==> config.mk <==
export PLATFORM = sky130hd
export DESIGN_NAME = rpn_stack_calculator
export DESIGN_NICKNAME = d
export VERILOG_FILES = /design/src/rtl/core/rpn_pkg.sv /design/src/rtl/core/rpn_stack_calculator.sv
export SDC_FILE = /design/constraint.sdc
export NUM_CORES = 1
export LEC_CHECK = 0
export BUFFER_PORTS_ARGS = -buffer_cell sky130_fd_sc_hd__buf_2
export CELL_PAD_IN_SITES_DETAIL_PLACEMENT = 0
export CELL_PAD_IN_SITES_GLOBAL_PLACEMENT = 1
export CORE_ASPECT_RATIO = 1.75
export CORE_MARGIN = 4
export CORE_UTILIZATION = 35
export CTS_BUF_LIST = sky130_fd_sc_hd__clkbuf_2 sky130_fd_sc_hd__clkbuf_4 sky130_fd_sc_hd__clkbuf_8
export CTS_CLUSTER_DIAMETER = 30
export DETAILED_ROUTE_END_ITERATION = 6
export PLACE_DENSITY_LB_ADDON = 0.2
export RECOVER_POWER = 100
export REMOVE_ABC_BUFFERS = 1
export SYNTH_ARGS = -nofsm -noshare
export SYNTH_HDL_FRONTEND = slang
export SYNTH_SLANG_ARGS = --single-unit
==> constraint.sdc <==
create_clock -name clk -period 14.9 [get_ports clk]
set_input_delay 1.49 -clock clk [delete_from_list [all_inputs] [get_ports clk]]
set_output_delay 1.49 -clock clk [all_outputs]
set_load 0.01 [all_outputs]
==> src/rtl/core/rpn_pkg.sv <==
// Shared types, widths and codes for the RPN stack calculator.
// No dependencies.
package rpn_pkg;

  localparam int STACK_DEPTH = 16;
  localparam int PTR_W       = $clog2(STACK_DEPTH);
  localparam int CNT_W       = $clog2(STACK_DEPTH + 1);
  localparam int DATA_W      = 32;
  localparam int OPERAND_W   = 31;
  localparam int ACTION_W    = 3;
  localparam int STATUS_W    = 2;
  localparam int DEPTH_W     = 5;
  localparam int ITER_W      = $clog2(DATA_W);

  typedef logic [ACTION_W-1:0]  action_t;
  typedef logic [STATUS_W-1:0]  status_t;
  typedef logic [DATA_W-1:0]    data_t;
  typedef logic [OPERAND_W-1:0] operand_t;
  typedef logic [DEPTH_W-1:0]   depth_t;

  localparam action_t ACT_PUSH   = 3'd0;
  localparam action_t ACT_ADD    = 3'd1;
  localparam action_t ACT_SUB    = 3'd2;
  localparam action_t ACT_MUL    = 3'd3;
  localparam action_t ACT_DIV    = 3'd4;
  localparam action_t ACT_FINISH = 3'd5;

  localparam status_t ST_OK    = 2'd0;
  localparam status_t ST_UNDER = 2'd1;
  localparam status_t ST_FULL  = 2'd2;
  localparam status_t ST_DIVZ  = 2'd3;

endpackage

==> src/rtl/core/rpn_stack_calculator.sv <==
// RPN stack calculator: token sequencer, stack memory and one shared adder
// used for add, subtract, shift-add multiply and restoring divide.
// Depends on rpn_pkg.
//
//   channel  direction  ports
//   in       input      in_valid, in_ready, in_action, in_operand
//   out      output     out_valid, out_ready, out_top_value, out_status, out_depth
//
// Push and unused codes go from idle straight to the output state. Finish:
// one pop, then output. Add/subtract: two pops, execute, push. Divide: 32
// steps of the shared 33-bit adder, one bit per cycle, unless dividing by zero.
// Stack pops go through the single registered read port, one pop per cycle.
// rst_n (synchronous) empties the stack; entries are not cleared.
// One token at a time; a result held by a stalled output delays only the
// next token's final write to the output register.
module rpn_stack_calculator (
  input  logic              clk,
  input  logic              rst_n,
  input  logic              in_valid,
  output logic              in_ready,
  input  rpn_pkg::action_t  in_action,
  input  rpn_pkg::operand_t in_operand,
  output logic              out_valid,
  input  logic              out_ready,
  output rpn_pkg::data_t    out_top_value,
  output rpn_pkg::status_t  out_status,
  output rpn_pkg::depth_t   out_depth
);
  import rpn_pkg::*;

  localparam logic [3:0] S_IDLE  = 4'd0;
  localparam logic [3:0] S_POP_R = 4'd1;
  localparam logic [3:0] S_POP_L = 4'd2;
  localparam logic [3:0] S_EXEC  = 4'd3;
  localparam logic [3:0] S_MUL   = 4'd4;
  localparam logic [3:0] S_ABS_N = 4'd5;
  localparam logic [3:0] S_ABS_D = 4'd6;
  localparam logic [3:0] S_DIV   = 4'd7;
  localparam logic [3:0] S_SIGN  = 4'd8;
  localparam logic [3:0] S_PUSH  = 4'd9;
  localparam logic [3:0] S_OUT   = 4'd10;

  logic [3:0]       state_r, state_nxt;
  logic [CNT_W-1:0] count_r, count_nxt, count_dec;
  action_t          op_r, op_nxt;
  logic             empty_r, empty_nxt;
  logic             under_r, under_nxt;
  logic             divz_r, divz_nxt;
  logic             neg_r, neg_nxt;
  data_t            l_r, l_nxt;
  data_t            r_r, r_nxt;
  data_t            acc_r, acc_nxt;
  logic [ITER_W-1:0] cnt_r, cnt_nxt;
  data_t            res_val_r, res_val_nxt;
  status_t          res_status_r, res_status_nxt;
  logic             out_valid_r, out_valid_nxt;
  data_t            out_val_r, out_val_nxt;
  status_t          out_status_r, out_status_nxt;
  depth_t           out_depth_r, out_depth_nxt;

  data_t            stack_mem [STACK_DEPTH];
  data_t            rd_data_r;
  logic             rd_en, wr_en, pop_req;
  logic [PTR_W-1:0] rd_addr, wr_addr;
  data_t            wr_data, pop_val;

  logic [DATA_W:0]   add_a, add_b;
  logic              add_sub;
  logic [DATA_W+1:0] add_sum;
  logic              last_iter, stack_full;

  assign in_ready      = (state_r == S_IDLE);
  assign out_valid     = out_valid_r;
  assign out_top_value = out_val_r;
  assign out_status    = out_status_r;
  assign out_depth     = out_depth_r;

  assign count_dec  = count_r - 1'b1;
  assign stack_full = (count_r >= CNT_W'(STACK_DEPTH));
  assign last_iter  = (cnt_r == ITER_W'(DATA_W - 1));
  assign pop_val    = empty_r ? '1 : rd_data_r;

  // shared adder operand select
  always_comb begin
    add_a   = '0;
    add_b   = '0;
    add_sub = 1'b0;
    case (state_r)
      S_EXEC: begin
        add_a   = {1'b0, l_r};
        add_b   = {1'b0, r_r};
        add_sub = (op_r == ACT_SUB);
      end
      S_MUL: begin
        add_a = {1'b0, acc_r};
        add_b = r_r[0] ? {1'b0, l_r} : '0;
      end
      S_ABS_N: begin
        add_b   = {1'b0, l_r};
        add_sub = l_r[DATA_W-1];
      end
      S_ABS_D: begin
        add_b   = {1'b0, r_r};
        add_sub = r_r[DATA_W-1];
      end
      S_DIV: begin
        add_a   = {acc_r, l_r[DATA_W-1]};
        add_b   = {1'b0, r_r};
        add_sub = 1'b1;
      end
      S_SIGN: begin
        add_b   = {1'b0, l_r};
        add_sub = neg_r;
      end
      default: begin
        add_sub = 1'b0;
      end
    endcase
  end

  assign add_sum = {1'b0, add_a} + {1'b0, add_b ^ {(DATA_W+1){add_sub}}}
                 + (DATA_W+2)'(add_sub);

  always_comb begin
    state_nxt      = state_r;
    count_nxt      = count_r;
    op_nxt         = op_r;
    empty_nxt      = empty_r;
    under_nxt      = under_r;
    divz_nxt       = divz_r;
    neg_nxt        = neg_r;
    l_nxt          = l_r;
    r_nxt          = r_r;
    acc_nxt        = acc_r;
    cnt_nxt        = cnt_r;
    res_val_nxt    = res_val_r;
    res_status_nxt = res_status_r;
    out_valid_nxt  = out_valid_r && !out_ready;
    out_val_nxt    = out_val_r;
    out_status_nxt = out_status_r;
    out_depth_nxt  = out_depth_r;
    wr_en          = 1'b0;
    wr_addr        = count_r[PTR_W-1:0];
    wr_data        = res_val_r;
    pop_req        = 1'b0;

    case (state_r)
      S_IDLE: begin
        if (in_valid) begin
          op_nxt    = in_action;
          under_nxt = 1'b0;
          divz_nxt  = 1'b0;
          case (in_action)
            ACT_PUSH: begin
              res_val_nxt = {1'b0, in_operand};
              if (stack_full) begin
                res_status_nxt = ST_FULL;
              end else begin
                wr_en          = 1'b1;
                wr_data        = {1'b0, in_operand};
                count_nxt      = count_r + 1'b1;
                res_status_nxt = ST_OK;
              end
              state_nxt = S_OUT;
            end
            ACT_ADD, ACT_SUB, ACT_MUL, ACT_DIV, ACT_FINISH: begin
              pop_req   = 1'b1;
              state_nxt = S_POP_R;
            end
            default: begin
              res_val_nxt    = '0;
              res_status_nxt = ST_OK;
              state_nxt      = S_OUT;
            end
          endcase
        end
      end
      S_POP_R: begin
        if (op_r == ACT_FINISH) begin
          res_val_nxt    = pop_val;
          res_status_nxt = under_r ? ST_UNDER : ST_OK;
          state_nxt      = S_OUT;
        end else begin
          r_nxt     = pop_val;
          pop_req   = 1'b1;
          state_nxt = S_POP_L;
        end
      end
      S_POP_L: begin
        l_nxt     = pop_val;
        state_nxt = S_EXEC;
      end
      S_EXEC: begin
        cnt_nxt = '0;
        case (op_r)
          ACT_ADD, ACT_SUB: begin
            res_val_nxt = add_sum[DATA_W-1:0];
            state_nxt   = S_PUSH;
          end
          ACT_MUL: begin
            acc_nxt   = '0;
            state_nxt = S_MUL;
          end
          ACT_DIV: begin
            if (r_r == '0) begin
              res_val_nxt = '0;
              divz_nxt    = 1'b1;
              state_nxt   = S_PUSH;
            end else begin
              neg_nxt   = l_r[DATA_W-1] ^ r_r[DATA_W-1];
              state_nxt = S_ABS_N;
            end
          end
          default: begin
            res_val_nxt = '0;
            state_nxt   = S_PUSH;
          end
        endcase
      end
      S_MUL: begin
        acc_nxt = add_sum[DATA_W-1:0];
        l_nxt   = {l_r[DATA_W-2:0], 1'b0};
        r_nxt   = {1'b0, r_r[DATA_W-1:1]};
        cnt_nxt = cnt_r + 1'b1;
        if (last_iter) begin
          res_val_nxt = add_sum[DATA_W-1:0];
          state_nxt   = S_PUSH;
        end
      end
      S_ABS_N: begin
        l_nxt     = add_sum[DATA_W-1:0];
        acc_nxt   = '0;
        state_nxt = S_ABS_D;
      end
      S_ABS_D: begin
        r_nxt     = add_sum[DATA_W-1:0];
        cnt_nxt   = '0;
        state_nxt = S_DIV;
      end
      S_DIV: begin
        // carry out set: trial subtract did not borrow
        if (add_sum[DATA_W+1]) begin
          acc_nxt = add_sum[DATA_W-1:0];
        end else begin
          acc_nxt = {acc_r[DATA_W-2:0], l_r[DATA_W-1]};
        end
        l_nxt   = {l_r[DATA_W-2:0], add_sum[DATA_W+1]};
        cnt_nxt = cnt_r + 1'b1;
        if (last_iter) begin
          state_nxt = S_SIGN;
        end
      end
      S_SIGN: begin
        res_val_nxt = add_sum[DATA_W-1:0];
        state_nxt   = S_PUSH;
      end
      S_PUSH: begin
        if (!stack_full) begin
          wr_en     = 1'b1;
          count_nxt = count_r + 1'b1;
        end
        res_status_nxt = divz_r ? ST_DIVZ : (under_r ? ST_UNDER : ST_OK);
        state_nxt      = S_OUT;
      end
      S_OUT: begin
        if (!out_valid_r || out_ready) begin
          out_valid_nxt  = 1'b1;
          out_val_nxt    = res_val_r;
          out_status_nxt = res_status_r;
          out_depth_nxt  = DEPTH_W'(count_r);
          state_nxt      = S_IDLE;
        end
      end
      default: begin
        state_nxt = S_IDLE;
      end
    endcase

    // pop through the registered read port
    rd_en   = 1'b0;
    rd_addr = count_dec[PTR_W-1:0];
    if (pop_req) begin
      if (count_r != '0) begin
        rd_en     = 1'b1;
        count_nxt = count_dec;
        empty_nxt = 1'b0;
      end else begin
        empty_nxt = 1'b1;
        under_nxt = 1'b1;
      end
    end
  end

  always_ff @(posedge clk) begin
    if (wr_en) begin
      stack_mem[wr_addr] <= wr_data;
    end
    if (rd_en) begin
      rd_data_r <= stack_mem[rd_addr];
    end
  end

  always_ff @(posedge clk) begin
    if (!rst_n) begin
      state_r     <= S_IDLE;
      count_r     <= '0;
      out_valid_r <= 1'b0;
    end else begin
      state_r     <= state_nxt;
      count_r     <= count_nxt;
      out_valid_r <= out_valid_nxt;
    end
  end

  always_ff @(posedge clk) begin
    op_r         <= op_nxt;
    empty_r      <= empty_nxt;
    under_r      <= under_nxt;
    divz_r       <= divz_nxt;
    neg_r        <= neg_nxt;
    l_r          <= l_nxt;
    r_r          <= r_nxt;
    acc_r        <= acc_nxt;
    cnt_r        <= cnt_nxt;
    res_val_r    <= res_val_nxt;
    res_status_r <= res_status_nxt;
    out_val_r    <= out_val_nxt;
    out_status_r <= out_status_nxt;
    out_depth_r  <= out_depth_nxt;
  end

endmodule

* Yosys cells after proc, flatten, opt, wreduce, memory -nomap -nowiden
Memories as Yosys holds them, arrays and structs flattened. A register that Yosys moved wholly into a read port is not among the register bits.
Index checks and enable logic that the tools add are counted.
** Word-level totals
- Register bits :: 191
- Bits in writable memories :: 512
- Input bits :: 38
- Output and inout port bits :: 41
- Memories kept :: 1
** Memory list
- stack_mem :: words 16, width 32, rd ports 1, clocked after Yosys merged registers in 1, write ports 1, line rpn_stack_calculator.sv:61 : data_t stack_mem [STACK_DEPTH];
** Operators by class
- Add/subtract/negate cells :: 5
- Magnitude comparators :: 1
- Equal/unequal tests :: 33
- Multiplexer cells :: 68
- Bitwise logic cells :: 3
- Reductions and logical operators :: 30
** Operators with widths (number)
- two-way mux 32 bit :: 13
- case mux 32 bit (3 select lines) :: 3
- case mux 32 bit (4 select lines) :: 2
- case mux 32 bit (5 select lines) :: 1
- case mux 33 bit (3 select lines) :: 1
- case mux 32 bit (2 select lines) :: 1
- case mux 4 bit (11 select lines) :: 1
- adder 33 x 33 -> 34 bit :: 1
- adder 34 x 1 -> 34 bit :: 1
- bitwise XOR 33 bit :: 1
- logical NOT 32 bit :: 1
- two-way mux 4 bit :: 7
- two-way mux 5 bit :: 5
- two-way mux 1 bit :: 21
- inequality test 2 bit (second input constant) :: 10
- case mux 5 bit (2 select lines) :: 2
- == test 4 x 3 -> 1 bit (second input constant) :: 4
- == test 3 x 2 -> 1 bit (second input constant) :: 4
- == test 3 bit (second input constant) :: 4
- == test 4 bit (second input constant) :: 3
- AND reduction 4 bit :: 3
- adder 5 x 1 -> 5 bit (second input constant) :: 2
- nonzero test 5 bit :: 2
- == test 4 x 2 -> 1 bit (second input constant) :: 2
- 29 further kinds :: 45

* Logic depth before layout (Yosys ltp)
Gate-level depths: netlist of run 1.
- Word-level depth :: 8
- Gate-level depth with buffers :: 22

* Worst setup path before layout of run 1
Ideal clock, no wire load.
- Path type :: input port to flip-flop
- Start :: input port in_action[1]
- End :: memory stack_mem[3][0] (netlist name), enable pin
- Data arrival time :: 4.703 ns
- Required time :: 14.439 ns
- Path slack :: 9.736 ns
- Stages on the path :: 5
- Buffers on the path :: 0
- Cells stage by stage :: nor3_1 nand2_1 a21oi_1 nand2_1 nor3_1
** Between the ends
- Cells in the longest elaborated chain, start to end :: 6
** Ends and longest elaborated chain
- start, declared :: line rpn_stack_calculator.sv:21 : input rpn_pkg::action_t in_action,
- logical NOT 3 bit :: line rpn_stack_calculator.sv:153 : case (in_action)
- two-way mux 1 bit :: line rpn_stack_calculator.sv:153
- two-way mux 1 bit :: line rpn_stack_calculator.sv:149 : if (in_valid) begin
- case mux 1 bit (2 select lines) :: line rpn_stack_calculator.sv:147 : case (state_r)
- two-way mux 1 bit :: line rpn_stack_calculator.sv:295 : if (wr_en) begin
- two-way mux 1 bit (implied by the code) :: line rpn_stack_calculator.sv:296 : stack_mem[wr_addr] <= wr_data;
- end, declared :: line rpn_stack_calculator.sv:61
No other way between the ends.

* Worst setup path in the final report of run 1
- Start :: register state_r[1]
- End :: register acc_r[1] (data pin)
** Between the ends
- Cells in the longest elaborated chain, start to end :: 8
** Ends and longest elaborated chain
- start, declared :: line rpn_stack_calculator.sv:43 : logic [3:0] state_r, state_nxt;
- start signal, assigned :: line rpn_stack_calculator.sv:309 : state_r <= state_nxt;
- == test 4 x 3 -> 1 bit (tied with other cells) :: line rpn_stack_calculator.sv:88, rpn_stack_calculator.sv:147
- OR reduction 3 bit (no source line) / OR reduction 2 bit (equally long branches)
- case mux 32 bit (3 select lines) :: line rpn_stack_calculator.sv:88 : case (state_r)
- bitwise XOR 33 bit :: line rpn_stack_calculator.sv:121 : assign add_sum = {1'b0, add_a} + {1'b0, add_b ^ {(DATA_W+1){add_sub}}}
- adder 33 x 33 -> 34 bit :: line rpn_stack_calculator.sv:121
- adder 34 x 1 -> 34 bit :: line rpn_stack_calculator.sv:122 : + (DATA_W+2)'(add_sub);
- two-way mux 32 bit :: line rpn_stack_calculator.sv:242 : if (add_sum[DATA_W+1]) begin
- case mux 32 bit (4 select lines) * :: line rpn_stack_calculator.sv:147
- net acc_nxt[1] :: line rpn_stack_calculator.sv:52 : data_t acc_r, acc_nxt;
- end signal, assigned :: line rpn_stack_calculator.sv:323 : acc_r <= acc_nxt;
- end, declared :: line rpn_stack_calculator.sv:52
Mark *: on every way through the listed nets, which the timed path passes. The rest lies on a longest branch.
A chain may end at the register's enable or synchronous reset.

==> results of run 1 <==
-- power by group through the flow --
stage,combinational [mW],clock [mW],sequential (mW)
3_3_place_gp,2.01,0,3.08
2_1_floorplan,1.35,0,3.03
4_1_cts,2.04,1.94,3.05
5_1_grt,2.19,2.03,3.09
3_5_place_dp,2.03,0,3.09
6_report,2.00,1.88,3.07
-- layout make-up --
class | instances | area share
flip-flops and latches | 735 | 0.589
multi-input cells | 1209 | 0.281
clock buffers | 147 | 0.0499
well taps | 1208 | 0.0405
clock inverters | 71 | 0.0184
repair buffers | 132 | 0.0170
inverters | 38 | 0.00382
diodes | 5 | 0.000335
-- worst paths after layout --
kind	start	endpoint	slack (ps)	cells after the start
hold / removal	res_status_r[0]$_DFFE_PP_	out_status[0]$_DFFE_PP_	430	0
setup / recovery	state_r[1]$_SDFFE_PN0P_	acc_r[1]$_DFFE_PP_	4900	18
setup reg to reg	state_r[1]$_SDFFE_PN0P_	acc_r[1]$_DFFE_PP_	4900	18
hold reg to reg	res_status_r[0]$_DFFE_PP_	out_status[0]$_DFFE_PP_	430	0
-- cells by family after synthesis --
logic type / count (synthesis) / share of synthesized area
flip-flops: 735 / 0.662
AND/OR/NAND/NOR: 472 / 0.0669
AO/OA/AOI/OAI: 426 / 0.0931
multiplexers: 210 / 0.125
buffers and inverters: 180 / 0.0214
XOR/XNOR: 62 / 0.0164
adder cells (fa/ha/maj): 39 / 0.0149
-- cell usage after synthesis, types with 5 or more instances --
cell	instances	area, um^2
o21ai_0	74	370
and3_1	9	56.3
nor4_1	9	56.3
mux4_2	160	3600
nor3_1	49	245
edfxtp_1	724	21700
nand3_1	33	165
and2_1	9	56.3
mux2i_1	15	150
inv_1	38	143
o21bai_1	9	67.6
o211ai_2	7	87.6
dfxtp_1	11	220
nand3b_1	6	45.0
o32ai_1	11	96.3
buf_2	8	40.0
ha_1	38	475
nand2b_1	15	93.8
clkbuf_1	105	394
or2_2	9	56.3
a22oi_1	79	593
a21oi_1	97	485
o211ai_1	8	60.1
nor2b_1	8	50.1
a221o_1	7	70.1
buf_1	26	97.6
nor2_1	106	398
o21a_1	5	37.5
o221ai_1	30	263
a21o_1	18	135
a211oi_1	5	37.5
xor2_1	10	87.6
nand4_1	23	144
o221ai_2	23	345
mux2_2	33	372
xnor2_1	52	455
o22ai_1	20	125
nand2_1	175	657
-- sequential cells by signal, indices dropped and copies added (netlist names) --
register       flops
l_r               32
neg_r              1
state_r            4
cnt_r              5
r_r               32
acc_r             32
res_status_r       2
op_r               3
stack_mem        512
divz_r             1
count_r            5
out_status         2
under_r            1
rd_data_r         32
out_top_value     32
out_valid          1
empty_r            1
out_depth          5
res_val_r         32
-- metrics by stage --
| step | worst slack (ps) | hold WS (ps) | util | instances |
|---|---|---|---|---|
| after floorplan | 4980 | 400 | - | 1982 |
| after global placement | 8660 | 402 | 0.373 | 3322 |
| after global routing | 4280 | 435 | 0.396 | 3541 |
| after detailed placement | 8620 | 406 | 0.373 | 3322 |
| after CTS | 8620 | 425 | 0.400 | 3540 |
| final | 4900 | 428 | 0.396 | 3545 |
-- per-layer routing --
metal,up-vias,part of all wire
li1,8781,-
met1,10400,0.39
met2,623,0.54
met3,175,0.044
met4,0,0.031
met5,-,0
-- layout by cell type, fill, tap and decap left out, types with 48 or more instances in the layout --
cell type | Yosys | final
xnor2_1 | 52 | 50
nor3_1 | 49 | 48
clkbuf_1 | 105 | 72
o221ai_1 | 30 | 51
nand2_1 | 175 | 175
mux4_2 | 160 | 160
o21ai_0 | 74 | 73
a21oi_1 | 97 | 95
edfxtp_1 | 724 | 724
nor2_1 | 106 | 90
a22oi_1 | 79 | 79
clkbuf_8 | 0 | 121
==> metrics.yaml, run 1 <==
synth:
  async_flop_share: 0
  postSynthAreaPerCell_um2: 15.6
  synthesis.area_um2: 33200
  ys.warnings.count: 0
  yosysUniqueCellTypes: 77
  synthCells: 2124
  ys.flop_type: "edfxtp_1"
  synth_edf_count: 724
  synth-seq-cells: 735
  synth_seq_area_share: 0.662
pwr:
  seq_power_share: 0.441
  comb_power_share: 0.289
  leakage_nw: 11.6
  netSwitchingFraction: 0.342
  design_power_total_mw: 6.95
  power_density_nw_per_um2: 186
  power.share.clock: 0.270
  p_switching_mw: 2.37
  peakVddDrop_mv: 0.0985
  p_int_mw: 4.57
placed_design:
  numPortBuffers: 78
  place_area_um2: 35100
  finalWeightedCongestion: 0.879
  dp_hpwl_mm: 61.3
global_routing:
  use_met3: 0.0259
  grt_pass1_vias: 20900
  grt_use_met2: 0.351
  busiest_layer: "met2"
  grt_max_degree: 65
  overflow: 0
  grt_use_total: 0.192
  antenna_found_initial: 3
  use_met1: 0.231
  grt_pass1_wl_mm: 142
cts:
  cts_buffer_depth: 3
  cts.reportedPaths.clkPinSlew_ps: 60
  cts_resized: 0
  cts_tree: "built"
  cts_setup_buffers: 0
  clockRootBuffer: "clkbuf_8"
  htreeDepth: 3
  cts-buffers-inserted: 118
  cts_sinks: 735
  clkLatencyLatePin_ps: 780
  hold_buffers: 0
critical_path:
  worst_ep_arrival_time_ps: 10580
  critPathSlowestCell: "clkbuf_1"
  crit_type: "flop to flop"
  critPathRequiredTime_ps: 15480
  slowest_delay_ps: 1770
  crit_buf_inv: 3
  path_max_fanout: 48
  cpLargestDelayFamily: "buffers and inverters"
  path_cells: "and4bb_1 -> clkbuf_1 -> nand2_1 -> o2111ai_4 -> clkbuf_1 -> xnor2_1 -> ha_1 -> a21oi_1 -> o21ai_0 -> a21oi_1 -> nand2_1 -> o31ai_1 -> nor3_1 -> nor4_1 -> o21ai_2 -> buf_4 -> and2_2 -> o221ai_1"
  start_kind: "flop"
  worst_setup_path_end_kind: "flop"
floorplanning:
  io-pin-count: 79
  die_w_um: 241
  core.rowCount: 149
  die-area_um2: 99900
  fp.dieH_um: 415
  start_util: 0.352
  core_region_area_um2: 94100
run:
  maxCapViolCount: 30
sta:
  maxSlewViolCount: 1045
  setup_tns_ps: 0
  hold_violations: 0
  final_min_period_over_clock_period: 0.671
  slew_headroom: -1.40
  finalCriticalPeriod_ps: 10000
  fmax_mhz: 100
  tightest_slew_ps: 3610
  finalSetupViolCount: 0
  finClkSkew_ps: 36.8
  rsz0062_at_grt: "no"
routing:
  vias: 19900
  drcViolationCount: 1
  routedWlPerCell_um: 27.2
  drt_iter0_markers: 1512
  antenna_left: 0
  first_pass_iters: 7
  viasPerCell: 5.62
  drt_wl_total_mm: 96.3
final_layout:
  seq_area_um2: 22000
  areaGrowthSynthToFinish_pct: 12.5
  layout.nets: 2311
  multi_input_area_um2: 10500
  fin_area_um2: 37300
  drive_gt1_frac: 0.199
  n_fill_cell: 8715
outcome:
  status: "complete, but fails checks"
  violations: "DRC, capacitance limit, slew limit"
min_path:
  min_path_type: "flop to flop"
(Power assumes the default switching activity.)
==> run 2, diff against run 1 <==
==> constraint.sdc (replaced) <==
create_clock -name clk -period 9.83 [get_ports clk]
set_input_delay 0.983 -clock clk [delete_from_list [all_inputs] [get_ports clk]]
set_output_delay 0.983 -clock clk [all_outputs]
set_load 0.01 [all_outputs]
==> run 2 against run 1 <==
The run ends with capacitance limit, slew limit left. Maximum frequency grew 32%. Design area down 0.42%. Critical path depth did not move. Power rose by 50%. First-iteration DRC count rose by 0.86%. Setup slack worse by 2600 ps. Non-clock buffer count unchanged. Clock power is 45% higher. Register-to-register slack lost 2600 ps. Die area stayed put. Clock-buffer cell count down 6. Global-route usage fell by 0.092 points. Critical path type unchanged. Highest routed layer unchanged.
==> metrics.yaml, run 2 (synthesized netlist as in run 1, its figures left out) <==
outcome:
  status: "complete, but fails checks"
  violations: "capacitance limit, slew limit"
global_routing:
  antenna_found_initial: 1
  use_met1: 0.230
  grt_max_degree: 65
  grt_use_total: 0.191
  busiest_layer: "met2"
  overflow: 0
  grt_pass1_wl_mm: 141
  grt_pass1_vias: 20900
  grt_use_met2: 0.345
  use_met3: 0.0294
pwr:
  power_density_nw_per_um2: 280
  netSwitchingFraction: 0.345
  p_int_mw: 6.82
  power.share.clock: 0.262
  peakVddDrop_mv: 0.237
  seq_power_share: 0.447
  p_switching_mw: 3.58
  comb_power_share: 0.291
  leakage_nw: 11.6
  design_power_total_mw: 10.4
critical_path:
  start_kind: "flop"
  path_cells: "and4bb_1 -> buf_4 -> nand2_1 -> o2111ai_1 -> buf_4 -> o21a_1 -> inv_1 -> fa_1 -> nor2b_1 -> o2111ai_1 -> a211oi_1 -> o21ai_0 -> a21oi_1 -> or4_1 -> nand2_1 -> o311ai_1 -> mux2i_1 -> a21oi_1"
  crit_type: "flop to flop"
  critPathLaunch: "state_r[1]$_SDFFE_PN0P_"
  cpLargestDelayFamily: "compound AO/OA/AOI/OAI gates"
  critPathSlowestCell: "dfxtp_1"
  critPathRequiredTime_ps: 10440
  reg2reg_from: "state_r[1]$_SDFFE_PN0P_"
  path_max_fanout: 62
  worst_ep_arrival_time_ps: 8190
  slowest_delay_ps: 1990
  worst_setup_path_end_kind: "flop"
  crit_buf_inv: 3
placed_design:
  finalWeightedCongestion: 0.887
  dp_hpwl_mm: 61.4
  place_area_um2: 35100
  dp_cells: 3322
  numPortBuffers: 78
cts:
  clockRootBuffer: "clkbuf_8"
  hold_buffers: 0
  htreeDepth: 3
  cts.reportedPaths.clkPinSlew_ps: 70
  cts_resized: 0
  cts_setup_buffers: 0
  cts_tree: "built"
  cts_sinks: 735
  cts-buffers-inserted: 115
  cts_buffer_depth: 3
  clkLatencyLatePin_ps: 770
sta:
  maxSlewViolCount: 939
  whs_ps: 423
  finClkSkew_ps: 32.4
  fmax_mhz: 132
  rsz0062_at_grt: "no"
  tightest_slew_ps: 3730
  slew_headroom: -1.49
  finalSetupViolCount: 0
  finalCriticalPeriod_ps: 7580
  final_min_period_over_clock_period: 0.771
  hold_violations: 0
routing:
  antenna_left: 0
  first_pass_iters: 6
  drt_wl_total_mm: 96.2
  routedWlPerCell_um: 27.2
  vias: 19900
  drcViolationCount: 0
  drt_iter0_markers: 1525
  viasPerCell: 5.61
floorplanning:
  core.rowCount: 149
  die-area_um2: 99900
  fp.dieH_um: 415
  io-pin-count: 79
  start_util: 0.352
  die_w_um: 241
  core_region_area_um2: 94100
final_layout:
  fin_area_um2: 37100
  final_core_util: 0.394
  largest_register: "stack_mem"
  final_cell_mix: "edfxtp_1 (724), nand2_1 (175), mux4_2 (160)"
  final_common_cell: "edfxtp_1"
  largest_register_ffs: 512
  areaGrowthSynthToFinish_pct: 12.0
  drive_gt1_frac: 0.194
  final_cells: 3539
  layout.nets: 2308
  n_fill_cell: 8674
min_path:
  min_from: "res_status_r[0]$_DFFE_PP_"
  min_path_type: "flop to flop"
run:
  maxCapViolCount: 27
==> run 2: cell count changes in the layout (fill, tap and decap cells not counted), moves of 2 or more <==
cell | before | now
clkbuf_1 | 72 | 69
diode_2 | 5 | 2
buf_4 | 26 | 28
bufinv_16 | 12 | 9
clkinv_4 | 5 | 3
clkbuf_4 | 26 | 21
clkinv_1 | 25 | 33
==> run 2: worst register-to-register path: stages (launching register included) <==
cell and delay, ps:
dfxtp_1 1990, and4bb_1 420, buf_4 400, nand2_1 130, o2111ai_1 180, buf_4 510
o21a_1 250, inv_1 70, fa_1 460, nor2b_1 190, o2111ai_1 220, a211oi_1 660
o21ai_0 270, a21oi_1 320, or4_1 180, nand2_1 80, o311ai_1 740, mux2i_1 160
a21oi_1 230
==> run 2: cell type report <==
cell class	instances	area, um^2	area share
Clock inverter	74	614	0.0165
Tap cell	1208	1510	0.0407
Timing Repair Buffer	132	644	0.0173
Multi-Input combinational cell	1209	10500	0.281
Clock buffer	141	1810	0.0487
Sequential cell	735	22000	0.591
Inverter	38	143	0.00384
Antenna cell	2	5.00	0.000135
==> run 2: final timing paths <==
| kind | to | slack (ps) | cells past startpoint |
|---|---|---|---|
| max | r_r[30]$_DFFE_PP_ | 2250 | 18 |
| min | out_status[0]$_DFFE_PP_ | 420 | 0 |
| max reg2reg | r_r[30]$_DFFE_PP_ | 2250 | 18 |
| min reg2reg | out_status[0]$_DFFE_PP_ | 420 | 0 |
==> run 2: power by group through the flow <==
| stage | Combinational [mW] | Sequential, mW | Clock (mW) |
|---|---|---|---|
| finish | 3.03 | 4.65 | 2.72 |
| global placement | 3.03 | 4.68 | 0 |
| detailed placement | 3.08 | 4.68 | 0 |
| floorplan | 2.05 | 4.59 | 0 |
| CTS | 3.09 | 4.62 | 2.81 |
| global route | 3.30 | 4.68 | 2.95 |
==> run 2: layer usage <==
metal | share of wire | up-vias
met2 | 0.53 | 582
met5 | 0 | -
met1 | 0.39 | 10300
met4 | 0.032 | 0
li1 | - | 8777
met3 | 0.047 | 161
==> run 2: stage by stage <==
| step | TNS, ps | setup slack, ps |
|---|---|---|
| after floorplan | -2840 | -88.8 |
| after global placement | 0 | 3570 |
| after detailed placement | 0 | 3490 |
| after CTS | 0 | 3470 |
| after global routing | 0 | 1690 |
| final | 0 | 2250 |
